[src/pcss_pkg.sv]
// ----------------------------------------------------------------------------
// pcss_pkg
// Types and constants shared by the charge slot selector modules.
// ----------------------------------------------------------------------------
package pcss_pkg;

   localparam int REPORTED_SLOTS = 4;
   localparam int PANEL_W        = 2;
   localparam int SLOT_W         = 2;
   localparam int VOLT_W         = 16;
   localparam int MASK_W         = 4;
   localparam int PANEL_CODES    = 4;

   localparam logic [VOLT_W-1:0] FULL_VOLTAGE_RESET = 16'd4200;

   typedef logic [VOLT_W-1:0]  volt_type;
   typedef logic [PANEL_W-1:0] panel_type;
   typedef logic [SLOT_W-1:0]  slot_type;
   typedef logic [MASK_W-1:0]  mask_type;

   typedef struct packed {
      panel_type panel;
      volt_type  voltage_0;
      volt_type  voltage_1;
      volt_type  voltage_2;
      volt_type  voltage_3;
      logic      end_of_scan;
   } req_payload_type;

   typedef struct packed {
      panel_type panel_out;
      logic      charging;
      slot_type  battery_slot;
      logic      changed;
      mask_type  change_mask;
   } rsp_payload_type;

   // per-slot compare results from one lane
   typedef struct packed {
      logic below;
      logic at_full;
   } lane_flags_type;

   // merged decision for the reporting panel
   typedef struct packed {
      logic     changed;
      logic     active;
      slot_type slot;
   } decision_type;

endpackage

[src/pcss_stream_if.sv]
// ----------------------------------------------------------------------------
// pcss_stream_if
// Valid/ready channel carrying one payload item per handshake.
// ----------------------------------------------------------------------------
interface pcss_stream_if #(
   parameter type payload_type = logic
);
   logic        valid;
   logic        ready;
   payload_type data;

   modport source (output valid, output data, input ready);
   modport sink   (input valid, input data, output ready);
endinterface

[src/pcss_lane.sv]
// ----------------------------------------------------------------------------
// pcss_lane
// One slot lane: compares the slot voltage against the full threshold.
// ----------------------------------------------------------------------------
module pcss_lane
   import pcss_pkg::*;
(
   input  volt_type       voltage,
   input  volt_type       full_voltage,
   output lane_flags_type flags
);

   always_comb begin
      flags.below   = voltage < full_voltage;
      flags.at_full = !(voltage < full_voltage);
   end

endmodule

[src/pcss_merge.sv]
// ----------------------------------------------------------------------------
// pcss_merge
// Combines lane results into the select or release decision for a panel.
// ----------------------------------------------------------------------------
module pcss_merge
   import pcss_pkg::*;
#(
   parameter int SLOTS_PER_PANEL = 4
) (
   input  volt_type [REPORTED_SLOTS-1:0]       voltages,
   input  lane_flags_type [REPORTED_SLOTS-1:0] flags,
   input  logic                                active,
   input  slot_type                            slot,
   output decision_type                        decision
);

   localparam int SEL_LANES = (SLOTS_PER_PANEL < REPORTED_SLOTS) ?
                              SLOTS_PER_PANEL : REPORTED_SLOTS;

   logic     found;
   volt_type best_volt;
   slot_type best_slot;

   // lowest voltage below threshold, lower slot wins on equal voltage
   always_comb begin
      found     = 1'b0;
      best_volt = '0;
      best_slot = '0;
      for (int j = 0; j < REPORTED_SLOTS; j++) begin
         if (j < SEL_LANES && flags[j].below && (!found || voltages[j] < best_volt)) begin
            found     = 1'b1;
            best_volt = voltages[j];
            best_slot = slot_type'(j);
         end
      end
   end

   always_comb begin
      if (!active) begin
         decision.changed = found;
         decision.active  = found;
         decision.slot    = found ? best_slot : '0;
      end else if (flags[slot].at_full) begin
         decision.changed = 1'b1;
         decision.active  = 1'b0;
         decision.slot    = '0;
      end else begin
         decision.changed = 1'b0;
         decision.active  = 1'b1;
         decision.slot    = slot;
      end
   end

endmodule

[src/panel_charge_slot_selector_core.sv]
// ----------------------------------------------------------------------------
// panel_charge_slot_selector_core
// Picks and releases the charging battery slot of each reporting panel.
// ----------------------------------------------------------------------------
// Usage:
//   req_chan carries one panel report: panel index, four slot voltages in mV
//   and an end-of-scan mark. rsp_chan returns one result item per report:
//   the panel, whether it charges, the slot, a change flag and, on the last
//   report of a scan, the mask of panels that changed during that scan.
//   csr_chan writes full_voltage; it is always ready and must be written
//   only while no report is in flight.
// Timing:
//   Each report yields one result item in the cycle after acceptance. Unless
//   rsp_chan stalls, a report is taken every cycle: four slot lanes compare in
//   parallel and the merge stage updates at most one assignment entry in the
//   same cycle, so the rate is one item per cycle, set by the output register.
// Reset:
//   All panels idle, scan mask clear, full_voltage back to 4200 mV.
// Backpressure:
//   While rsp_chan is stalled the held result stays put and req_chan is
//   taken only when the output register empties in the same cycle.
// ----------------------------------------------------------------------------
module panel_charge_slot_selector_core
   import pcss_pkg::*;
#(
   parameter int PANELS          = 4,
   parameter int SLOTS_PER_PANEL = 4
) (
   input logic clock,
   input logic reset,
   pcss_stream_if.sink   req_chan,
   pcss_stream_if.source rsp_chan,
   pcss_stream_if.sink   csr_chan
);

   // only panel codes below PANELS hold an assignment entry
   localparam int TABLE_DEPTH = (PANELS < PANEL_CODES) ? PANELS : PANEL_CODES;

   logic            active_ff [PANEL_CODES];
   slot_type        slot_ff   [PANEL_CODES];
   mask_type        scan_mask_ff, scan_mask_in;
   volt_type        full_voltage_ff;
   logic            rsp_valid_ff;
   rsp_payload_type rsp_data_ff, rsp_data_in;

   volt_type [REPORTED_SLOTS-1:0]       voltages;
   lane_flags_type [REPORTED_SLOTS-1:0] flags;
   decision_type                        decision;
   logic                                accept;
   logic                                in_range;
   req_payload_type                     req;

   assign req      = req_chan.data;
   assign accept   = req_chan.valid && req_chan.ready;
   assign in_range = int'(req.panel) < TABLE_DEPTH;

   assign req_chan.ready = !rsp_valid_ff || rsp_chan.ready;
   assign csr_chan.ready = 1'b1;
   assign rsp_chan.valid = rsp_valid_ff;
   assign rsp_chan.data  = rsp_data_ff;

   assign voltages = {req.voltage_3, req.voltage_2, req.voltage_1, req.voltage_0};

   for (genvar j = 0; j < REPORTED_SLOTS; j++) begin : g_lane
      pcss_lane u_lane (
         .voltage      (voltages[j]),
         .full_voltage (full_voltage_ff),
         .flags        (flags[j])
      );
   end

   pcss_merge #(
      .SLOTS_PER_PANEL (SLOTS_PER_PANEL)
   ) u_merge (
      .voltages (voltages),
      .flags    (flags),
      .active   (active_ff[req.panel]),
      .slot     (slot_ff[req.panel]),
      .decision (decision)
   );

   always_comb begin
      logic     chg;
      mask_type merged;
      chg    = in_range && decision.changed;
      merged = scan_mask_ff | (chg ? mask_type'(1) << req.panel : '0);

      rsp_data_in.panel_out    = req.panel;
      rsp_data_in.charging     = in_range && decision.active;
      rsp_data_in.battery_slot = (in_range && decision.active) ? decision.slot : '0;
      rsp_data_in.changed      = chg;
      rsp_data_in.change_mask  = req.end_of_scan ? merged : '0;
      scan_mask_in             = req.end_of_scan ? '0 : merged;
   end

   always_ff @(posedge clock) begin
      if (reset) begin
         for (int p = 0; p < PANEL_CODES; p++) begin
            active_ff[p] <= 1'b0;
            slot_ff[p]   <= '0;
         end
         scan_mask_ff    <= '0;
         full_voltage_ff <= FULL_VOLTAGE_RESET;
         rsp_valid_ff    <= 1'b0;
      end else begin
         if (csr_chan.valid && csr_chan.ready) begin
            full_voltage_ff <= csr_chan.data;
         end
         if (accept) begin
            if (in_range) begin
               active_ff[req.panel] <= decision.active;
               slot_ff[req.panel]   <= decision.slot;
            end
            scan_mask_ff <= scan_mask_in;
            rsp_valid_ff <= 1'b1;
         end else if (rsp_chan.ready) begin
            rsp_valid_ff <= 1'b0;
         end
      end
   end

   always_ff @(posedge clock) begin
      if (accept) begin
         rsp_data_ff <= rsp_data_in;
      end
   end

   a_result_follows: assert property (@(posedge clock) disable iff (reset)
      accept |=> rsp_valid_ff)
      else $error("accepted item produced no result");

   a_idle_slot_zero: assert property (@(posedge clock) disable iff (reset)
      rsp_valid_ff && !rsp_data_ff.charging |-> rsp_data_ff.battery_slot == '0)
      else $error("idle panel reports a slot");

   a_scan_clear: assert property (@(posedge clock) disable iff (reset)
      accept && req.end_of_scan |=> scan_mask_ff == '0)
      else $error("scan mask not cleared at end of scan");

   a_change_in_mask: assert property (@(posedge clock) disable iff (reset)
      accept && !req.end_of_scan && rsp_data_in.changed |=> scan_mask_ff[$past(req.panel)])
      else $error("change not gathered into scan mask");

endmodule
[src/flat_wrapper.sv]
// flat-port wrapper written by rule: the top's interface ports become plain ports
module panel_charge_slot_selector_core_flat import pcss_pkg::*;
#(
   parameter int PANELS          = 4,
   parameter int SLOTS_PER_PANEL = 4
)
  (clock, reset, req_chan_valid, req_chan_data, req_chan_ready, rsp_chan_valid, rsp_chan_data, rsp_chan_ready, csr_chan_valid, csr_chan_data, csr_chan_ready);
  pcss_stream_if req_chan_i ();
  pcss_stream_if rsp_chan_i ();
  pcss_stream_if csr_chan_i ();
  input logic clock;
  input logic reset;
  input wire logic [$bits(req_chan_i.valid)-1:0] req_chan_valid;
  input wire logic [$bits(req_chan_i.data)-1:0] req_chan_data;
  output wire logic [$bits(req_chan_i.ready)-1:0] req_chan_ready;
  output wire logic [$bits(rsp_chan_i.valid)-1:0] rsp_chan_valid;
  output wire logic [$bits(rsp_chan_i.data)-1:0] rsp_chan_data;
  input wire logic [$bits(rsp_chan_i.ready)-1:0] rsp_chan_ready;
  input wire logic [$bits(csr_chan_i.valid)-1:0] csr_chan_valid;
  input wire logic [$bits(csr_chan_i.data)-1:0] csr_chan_data;
  output wire logic [$bits(csr_chan_i.ready)-1:0] csr_chan_ready;
  assign req_chan_i.valid = req_chan_valid;
  assign req_chan_i.data = req_chan_data;
  assign req_chan_ready = req_chan_i.ready;
  assign rsp_chan_valid = rsp_chan_i.valid;
  assign rsp_chan_data = rsp_chan_i.data;
  assign rsp_chan_i.ready = rsp_chan_ready;
  assign csr_chan_i.valid = csr_chan_valid;
  assign csr_chan_i.data = csr_chan_data;
  assign csr_chan_ready = csr_chan_i.ready;
  panel_charge_slot_selector_core #(.PANELS(PANELS), .SLOTS_PER_PANEL(SLOTS_PER_PANEL)) u_core (.clock(clock), .reset(reset), .req_chan(req_chan_i), .rsp_chan(rsp_chan_i), .csr_chan(csr_chan_i));
endmodule
[config.mk]
export PLATFORM = sky130hd
export DESIGN_NAME = panel_charge_slot_selector_core_flat
export DESIGN_NICKNAME = d
export VERILOG_FILES = /design/src/pcss_pkg.sv /design/src/pcss_stream_if.sv /design/src/pcss_lane.sv /design/src/pcss_merge.sv /design/src/panel_charge_slot_selector_core.sv /design/src/flat_wrapper.sv
export SDC_FILE = /design/constraint.sdc
export NUM_CORES = 1
export LEC_CHECK = 0
export ABC_AREA = 1
export ABC_CLOCK_PERIOD_IN_PS = 1480
export CORE_AREA = 2 2 39 41
export DETAILED_ROUTE_END_ITERATION = 12
export DIE_AREA = 0 0 41 43
export DONT_BUFFER_PORTS = 1
export PLACE_DENSITY_LB_ADDON = 0.3
export SETUP_SLACK_MARGIN = 0.1
export SKIP_LAST_GASP = 1
export SLEW_MARGIN = 20
export SYNTH_ARGS = -nofsm -noshare
export SYNTH_HDL_FRONTEND = slang
export SYNTH_SLANG_ARGS = --single-unit
[constraint.sdc]
create_clock -name clock -period 1.48 [get_ports clock]
set_input_delay 0.296 -clock clock [delete_from_list [all_inputs] [get_ports clock]]
set_output_delay 0.296 -clock clock [all_outputs]
set_load 0.01 [all_outputs]
# Word level (Yosys, flattened, before mapping)
# Memory sizes are Yosys's and may differ from the RTL's.
# Cells that the tools add are included.
# W data, S select, Z words.
[word_totals] reg_bits=11 latchBits=0 ramBits=12 mem_bits_ro=0 input_bits=7 output_inout_bits=4 word_cells=45 memories=2
[mem_list] name="u_core.slot_ff" depth=4 word_bits=2 read_ports=1 rd_ports_with_merged_regs=0 wr=4 line_no="panel_charge_slot_selector_core.sv:40" text="slot_type slot_ff [PANEL_CODES];"
[mem_list] name="u_core.active_ff" depth=4 word_bits=1 read_ports=1 rd_ports_with_merged_regs=0 wr=4 line_no="panel_charge_slot_selector_core.sv:39" text="logic active_ff [PANEL_CODES];"
[classes] add_sub_neg=0 n_mul=0 n_div=0 order_cmp=2 n_eq_ne=0 shift=0 mux=23 n_bitwise=3 n_reduce_logical=11
[ops] cell="$mux W1" n=15
[ops] cell="$lt A1 B13 Y1 const A" n=1
[ops] cell="$mux W4" n=3
[ops] cell="$mux W2" n=4
[ops] cell="$logic_not A1 Y1" n=5
[ops] cell="$bmux W2 S2" n=1
[ops] cell="$logic_and A1 B1 Y1" n=4
[ops] cell="$or A4 B1 Y4" n=1
[ops] cell="$lt A2 B3 Y1 const B" n=1
[ops] cell="$or A1 B1 Y1" n=2
[ops] cell="$reduce_bool A2 Y1" n=1
[ops] cell="$logic_or A1 B1 Y1" n=1

# Logic depth before layout (Yosys ltp)
[depth] word_depth=16 ltp_mapped=5 depth_no_buf=5

# Modules after synthesis
# From an unflattened synthesis, not the netlist that was laid out.
[unflattened] cells_unflattened=568 hier_area_um2=3564.7
[by_module_without_submodules] mod="pcss_lane" n_inst=4 cells_per_inst=67 area_per_inst_um2=427.9
[by_module_without_submodules] mod="pcss_merge" n_inst=1 cells_per_inst=261 area_per_inst_um2=1520.2
[by_module_without_submodules] mod="panel_charge_slot_selector_core" n_inst=1 cells_per_inst=39 area_per_inst_um2=332.8

# Least setup slack after synthesis
# Ideal clock, no wire load.
[synth_timing] path_type="flip-flop to flip-flop" from="register u_core.full_voltage_ff[0]" to="register u_core.scan_mask_ff[0]" arrival_time_ns=1.140 required_ns=1.360 slack_ns=0.220 stages_incl_launch_ff=6 n_path_buf=0 period_less_slack_ns=1.260 path_cell_list="dfxtp_1 -> or2_2 -> ha_1 -> inv_1 -> o21ai_0 -> o21ai_2"
[synth_between] elab_chain_cells=15 elab_cells_between_ends=19 classes_between="1 x order compare; 10 x mux; 1 x bitwise; 7 x reduce/logical"
[synth_rtl] element="start, declared" line_no="panel_charge_slot_selector_core.sv:42" text="volt_type full_voltage_ff;"
[synth_rtl] element="start signal, assigned" line_no="panel_charge_slot_selector_core.sv:107" text="full_voltage_ff <= csr_chan.data;"
[synth_rtl] element="$lt A1 B13 Y1 (*)" line_no="pcss_lane.sv:14, pcss_lane.sv:15"
[synth_rtl] element="$mux W1" line_no="pcss_merge.sv:30" text="if (j < SEL_LANES && flags[j].below && (!found || voltages[j] < best_volt)) begin"
[synth_rtl] element="$logic_not A1 Y1" line_no="pcss_merge.sv:30"
[synth_rtl] element="$logic_and A1 B1 Y1" line_no="pcss_merge.sv:30"
[synth_rtl] element="$mux W1" line_no="pcss_merge.sv:30"
[synth_rtl] element="$logic_not A1 Y1" line_no="pcss_merge.sv:30"
[synth_rtl] element="$logic_and A1 B1 Y1" line_no="pcss_merge.sv:30"
[synth_rtl] element="$mux W1" line_no="pcss_merge.sv:30"
[synth_rtl] element="$logic_not A1 Y1" line_no="pcss_merge.sv:30"
[synth_rtl] element="$logic_and A1 B1 Y1" line_no="pcss_merge.sv:30"
[synth_rtl] element="$mux W1" line_no="pcss_merge.sv:30"
[synth_rtl] element="$mux W4 (*)" line_no="pcss_merge.sv:39" text="if (!active) begin"
[synth_rtl] element="$mux W1 (*)" line_no="panel_charge_slot_selector_core.sv:86" text="merged = scan_mask_ff | (chg ? mask_type'(1) << req.panel : '0);"
[synth_rtl] element="$or A4 B1 Y4 (*)" line_no="panel_charge_slot_selector_core.sv:86"
[synth_rtl] element="$mux W4 (*)" line_no="panel_charge_slot_selector_core.sv:93" text="scan_mask_in = req.end_of_scan ? '0 : merged;"
[synth_rtl] element="end signal, assigned" line_no="panel_charge_slot_selector_core.sv:114" text="scan_mask_ff <= scan_mask_in;"
[synth_rtl] element="end, declared" line_no="panel_charge_slot_selector_core.sv:41" text="mask_type scan_mask_ff, scan_mask_in;"
# Every way passes the cells marked *; elsewhere a longest branch is shown, timed or not. The select of a mux whose other input is x is not followed.
# A chain may end at the register's enable or synchronous reset.

# Final worst setup path
[layout_timing] from="register u_core.full_voltage_ff[0]" to="register u_core.rsp_data_ff, in the netlist u_core.rsp_chan.data (data pin)"
[layout_between] elab_chain_cells=14 elab_cells_between_ends=18 classes_between="1 x order compare; 9 x mux; 1 x bitwise; 7 x reduce/logical"
[layout_rtl] element="$lt A1 B13 Y1 (*)" line_no="pcss_lane.sv:14, pcss_lane.sv:15"
[layout_rtl] element="$mux W1" line_no="pcss_merge.sv:30"
[layout_rtl] element="$logic_not A1 Y1" line_no="pcss_merge.sv:30"
[layout_rtl] element="$logic_and A1 B1 Y1" line_no="pcss_merge.sv:30"
[layout_rtl] element="$mux W1" line_no="pcss_merge.sv:30"
[layout_rtl] element="$logic_not A1 Y1" line_no="pcss_merge.sv:30"
[layout_rtl] element="$logic_and A1 B1 Y1" line_no="pcss_merge.sv:30"
[layout_rtl] element="$mux W1" line_no="pcss_merge.sv:30"
[layout_rtl] element="$logic_not A1 Y1" line_no="pcss_merge.sv:30"
[layout_rtl] element="$logic_and A1 B1 Y1" line_no="pcss_merge.sv:30"
[layout_rtl] element="$mux W1" line_no="pcss_merge.sv:30"
[layout_rtl] element="$mux W4 (*)" line_no="pcss_merge.sv:39"
[layout_rtl] element="$mux W1 (*)" line_no="panel_charge_slot_selector_core.sv:86"
[layout_rtl] element="$or A4 B1 Y4 (*)" line_no="panel_charge_slot_selector_core.sv:86"
[layout_rtl] element="end signal, assigned" line_no="panel_charge_slot_selector_core.sv:124" text="rsp_data_ff <= rsp_data_in;"
[layout_rtl] element="end, declared" line_no="panel_charge_slot_selector_core.sv:44" text="rsp_payload_type rsp_data_ff, rsp_data_in;"
# Marks and branches as above.

==> results.txt <==
- Routed len/inst: 8.698 µm
* Maximum number of pins on one net before global-route repair: 6
- Minimum clock period after layout: 1.293 ns
* Post-synthesis area per instance: 8.937 µm²
- Dividing total power by cell area gives a power density of 1124 nW/µm².
- Capturing element of the worst setup path: u_core.rsp_chan.data
* Area of the die: 1763 µm²
- The wire-length estimate of the detail-placed layout is 373.7 µm.
- When the netlist entered floorplanning its net count stood at 44.
- The final count of hold timing violations came to 0.
- Vias in the first global route: 199
- Power after layout: 391.0 µW
* Number of cells on the worst reg-to-reg path: 5
- Overall routed net length: 461 µm
- The worst register-to-register path ends at u_core.rsp_chan.data.
- Number of antenna diodes: 0
* Top cells by instance count after synthesis: sky130_fd_sc_hd__inv_1, sky130_fd_sc_hd__nor2_1, sky130_fd_sc_hd__dfxtp_1, sky130_fd_sc_hd__nand2_1
- Total placed cells including tap cells: 50
* Highest ir drop seen on vdd: 232.7 µV
* Height of the chip: 43 µm
- The internal power of the cells totals 295.2 µW.
- Data on the critical path is required at its endpoint by 1.48 ns.
- Post-Layout Inst Area: 347.8 µm²
* Endpoint arrival time on the critical path: 1.29 ns
- The cell sitting at the root of the clock tree is a sky130_fd_sc_hd__clkbuf_4.
- The first global-routing pass estimated 772 µm of wire.
- In the final layout, the multi-input gates occupy 138.9 µm².
- Clock-pin slew was measured on the worst setup and hold paths at 0.04 ns.
- Iteration-0 DRC count of the detailed router: 6
- In the final routing, the length of wire on met1 measures 196 µm.
- Synth top area share: 25.60%
* Number of rows in the core area: 14
* Setup violation total in the final timing report: 0
- Leakage power total: 0.1681 nW
- CTS built an H-tree with a depth of 1.
* Sequential group share of total power: 49.9%
* Flop and latch count out of synthesis: 6
- Once the floorplan was initialized, standard cells occupied 22.60% of the core.
- Fraction of power consumed by combinational cells: 11.6%
* Area of all sequential standard cells: 140.1 µm²
- Across the run, the number of max-cap violations was 0.
- The filler cells instantiated in the layout total 157.
- Top layer reached by signal wires: met3
- Based on the critical path, the design can be clocked at up to 773.4 MHz.
- Cells resized by post-CTS repair: 0
* Later-pin clock latency in the skew report: 0.24 ns
- Class of the tightest hold or removal check: input port to register
- Overall global routing resource usage: 7.452%
* Gate count of the mapped netlist: 35
- The flow ran to the end, and the final reports show no timing, DRC or antenna violations.
* Clock sink count: 6
- Buffers placed on the I/O ports in this run total 0.
* Fraction of power consumed by the clock network: 38.5%
* I/O pin count: 11
* Number of standard cells in the layout, taps in and fillers out: 53
* Kind of start point of the critical path: register
- In this run the critical register-to-register path is launched from u_core.full_voltage_ff[0].
- Number of detailed-route iterations in the first pass: 4
* Floorplan core area: 1384 µm²
- Compared with the post-synthesis result, the final layout area differs by 11.20%.
- Summed over all nets, wire length on met3 after detailed routing comes to 43 µm.
- From left edge to right edge, the die measures 41 µm.
- CTS Hold Buffers Added: 0
* Residual overflow from global routing: 0
- Post-detailed-route via-to-cell ratio: 3.792
- Setup repair after global routing left no endpoint under its margin.
- Buffers inserted by post-CTS timing repair: 0
* CP endpoint kind: register
* Area after DPL: 325.3 µm²
- Routed length on met2: 221 µm
- Share of the core filled with cells: 25.14%
- In the routed design, unresolved DRC markers number 0.
- In the synthesized netlist the async set-or-reset flop fraction comes to 0%.
- Proportion of total power due to net switching: 24.49%
- Summed over all nets, the switching power comes to 95.75 µW.
* Final Skew: 0.0004258 ns
- The count of nets left with antenna violations once routing finished came out at 0.
* Number of nets in the layout: 48
* Number of CTS-inserted buffers: 3
- Max-slew violation count: 0
- Start point of the critical path: u_core.full_voltage_ff[0]
* Post-synthesis cell area: 312.8 µm²
- At the end of routability-driven placement, the weighted congestion stood at 0.7058.
- Largest fanout on the critical path: 2
- Number of flops mapped to enable cells by yosys: 2
* Ranking of synthesized cells by area: sky130_fd_sc_hd__dfxtp_1, sky130_fd_sc_hd__edfxtp_1, sky130_fd_sc_hd__ha_1
* Setup slack of the most critical reg-to-reg path: 0.19 ns
- Number of buffers on the longest clock path: 2
- Yosys printed 0 warnings.
- Portion of the post-synthesis area used by sequential elements: 44.80%
- TritonCTS built the clock tree.
- Post-synth top area cell: sky130_fd_sc_hd__dfxtp_1
- Adding up every negative setup slack in the final design gives 0 ns.
* Top FF cell, synth: sky130_fd_sc_hd__dfxtp_1
- The initial antenna violation count came to 0.
- Number of distinct standard cells referenced by the synthesized netlist: 16
- For this block, the via count after detailed routing is 201.
* Share of final-layout standard cells stronger than drive strength 1: 29.73%
- In the finished design, the share of the clock period the worst path needs comes to 87.36%.
- Setup CP Type: register to register
-- area by class of cell --
type | count | share of cell area [%]
sequential | 6 | 40.29
inverter | 7 | 7.554
clock buffer | 3 | 6.475
tap | 16 | 5.755
multi-input combinational | 21 | 39.93
-- power by group through the flow --
stage          Combinational (mW)  Sequential [mW]  Clock [mW]
2_1_floorplan              0.0420            0.197           0
3_3_place_gp               0.0458            0.198           0
4_1_cts                    0.0461            0.195       0.160
5_1_grt                    0.0545            0.197       0.162
6_report                   0.0453            0.195       0.150
3_5_place_dp               0.0460            0.198           0
-- layer usage --
layer / track usage, % / vias to the layer above
li1: - / 111
met1: 8.442 / 82
met2: 7.187 / 8
met3: 3.665 / 0
met4: 12.00 / 0
met5: 0 / -
-- metrics by stage --
step	worst slack, ns	hold slack (ns)
2_1_floorplan	0.2205	0.3584
3_3_place_gp	0.1844	0.3601
3_5_place_dp	0.1751	0.3601
4_1_cts	0.1631	0.09557
5_1_grt	0.1223	0.09722
6_report	0.1870	0.1078
-- registers in the layout, indices dropped and copies added, names as in the netlist --
signal and count:
u_core.active_ff 1, u_core.full_voltage_ff 2, u_core.rsp_chan.data 1, u_core.rsp_chan.valid 1, u_core.scan_mask_ff 1
-- placed cells by master (no fill, tap or decap), drive strengths merged --
cell	count
o21ai	3
nor2	6
edfxtp	2
clkbuf	3
conb	1
a21oi	1
or2	1
nand3	2
ha	2
inv	7
nand2	5
dfxtp	4
-- worst min path at each step --
stage           from               endpoint  slack (ns)  cells past startpoint
6_report       reset  u_core.rsp_chan.valid        0.11                      1
5_1_grt        reset  u_core.rsp_chan.valid         0.1                      1
4_1_cts        reset  u_core.rsp_chan.valid         0.1                      1
3_5_place_dp   reset  u_core.rsp_chan.valid        0.36                      1
3_3_place_gp   reset  u_core.rsp_chan.valid        0.36                      1
2_1_floorplan  reset  u_core.rsp_chan.valid        0.36                      1
-- critical path: stages, from the launching register on --
cell and delay, ns:
sky130_fd_sc_hd__dfxtp_1 0.30, sky130_fd_sc_hd__or2_2 0.31, sky130_fd_sc_hd__ha_1 0.27, sky130_fd_sc_hd__inv_1 0.04, sky130_fd_sc_hd__nor2_1 0.08, sky130_fd_sc_hd__nor2_1 0.04
-- logic make-up after synthesis --
kind of cell	count (synthesis)	synth area share, %
AO/OA/AOI/OAI	4	8.798
other	1	1.199
adder cells (fa/ha/maj)	2	7.999
AND/OR/NAND/NOR	14	26.40
flip-flops	6	44.80
buffers and inverters	8	10.80
No activity file was read; power rests on OpenSTA's default activity.
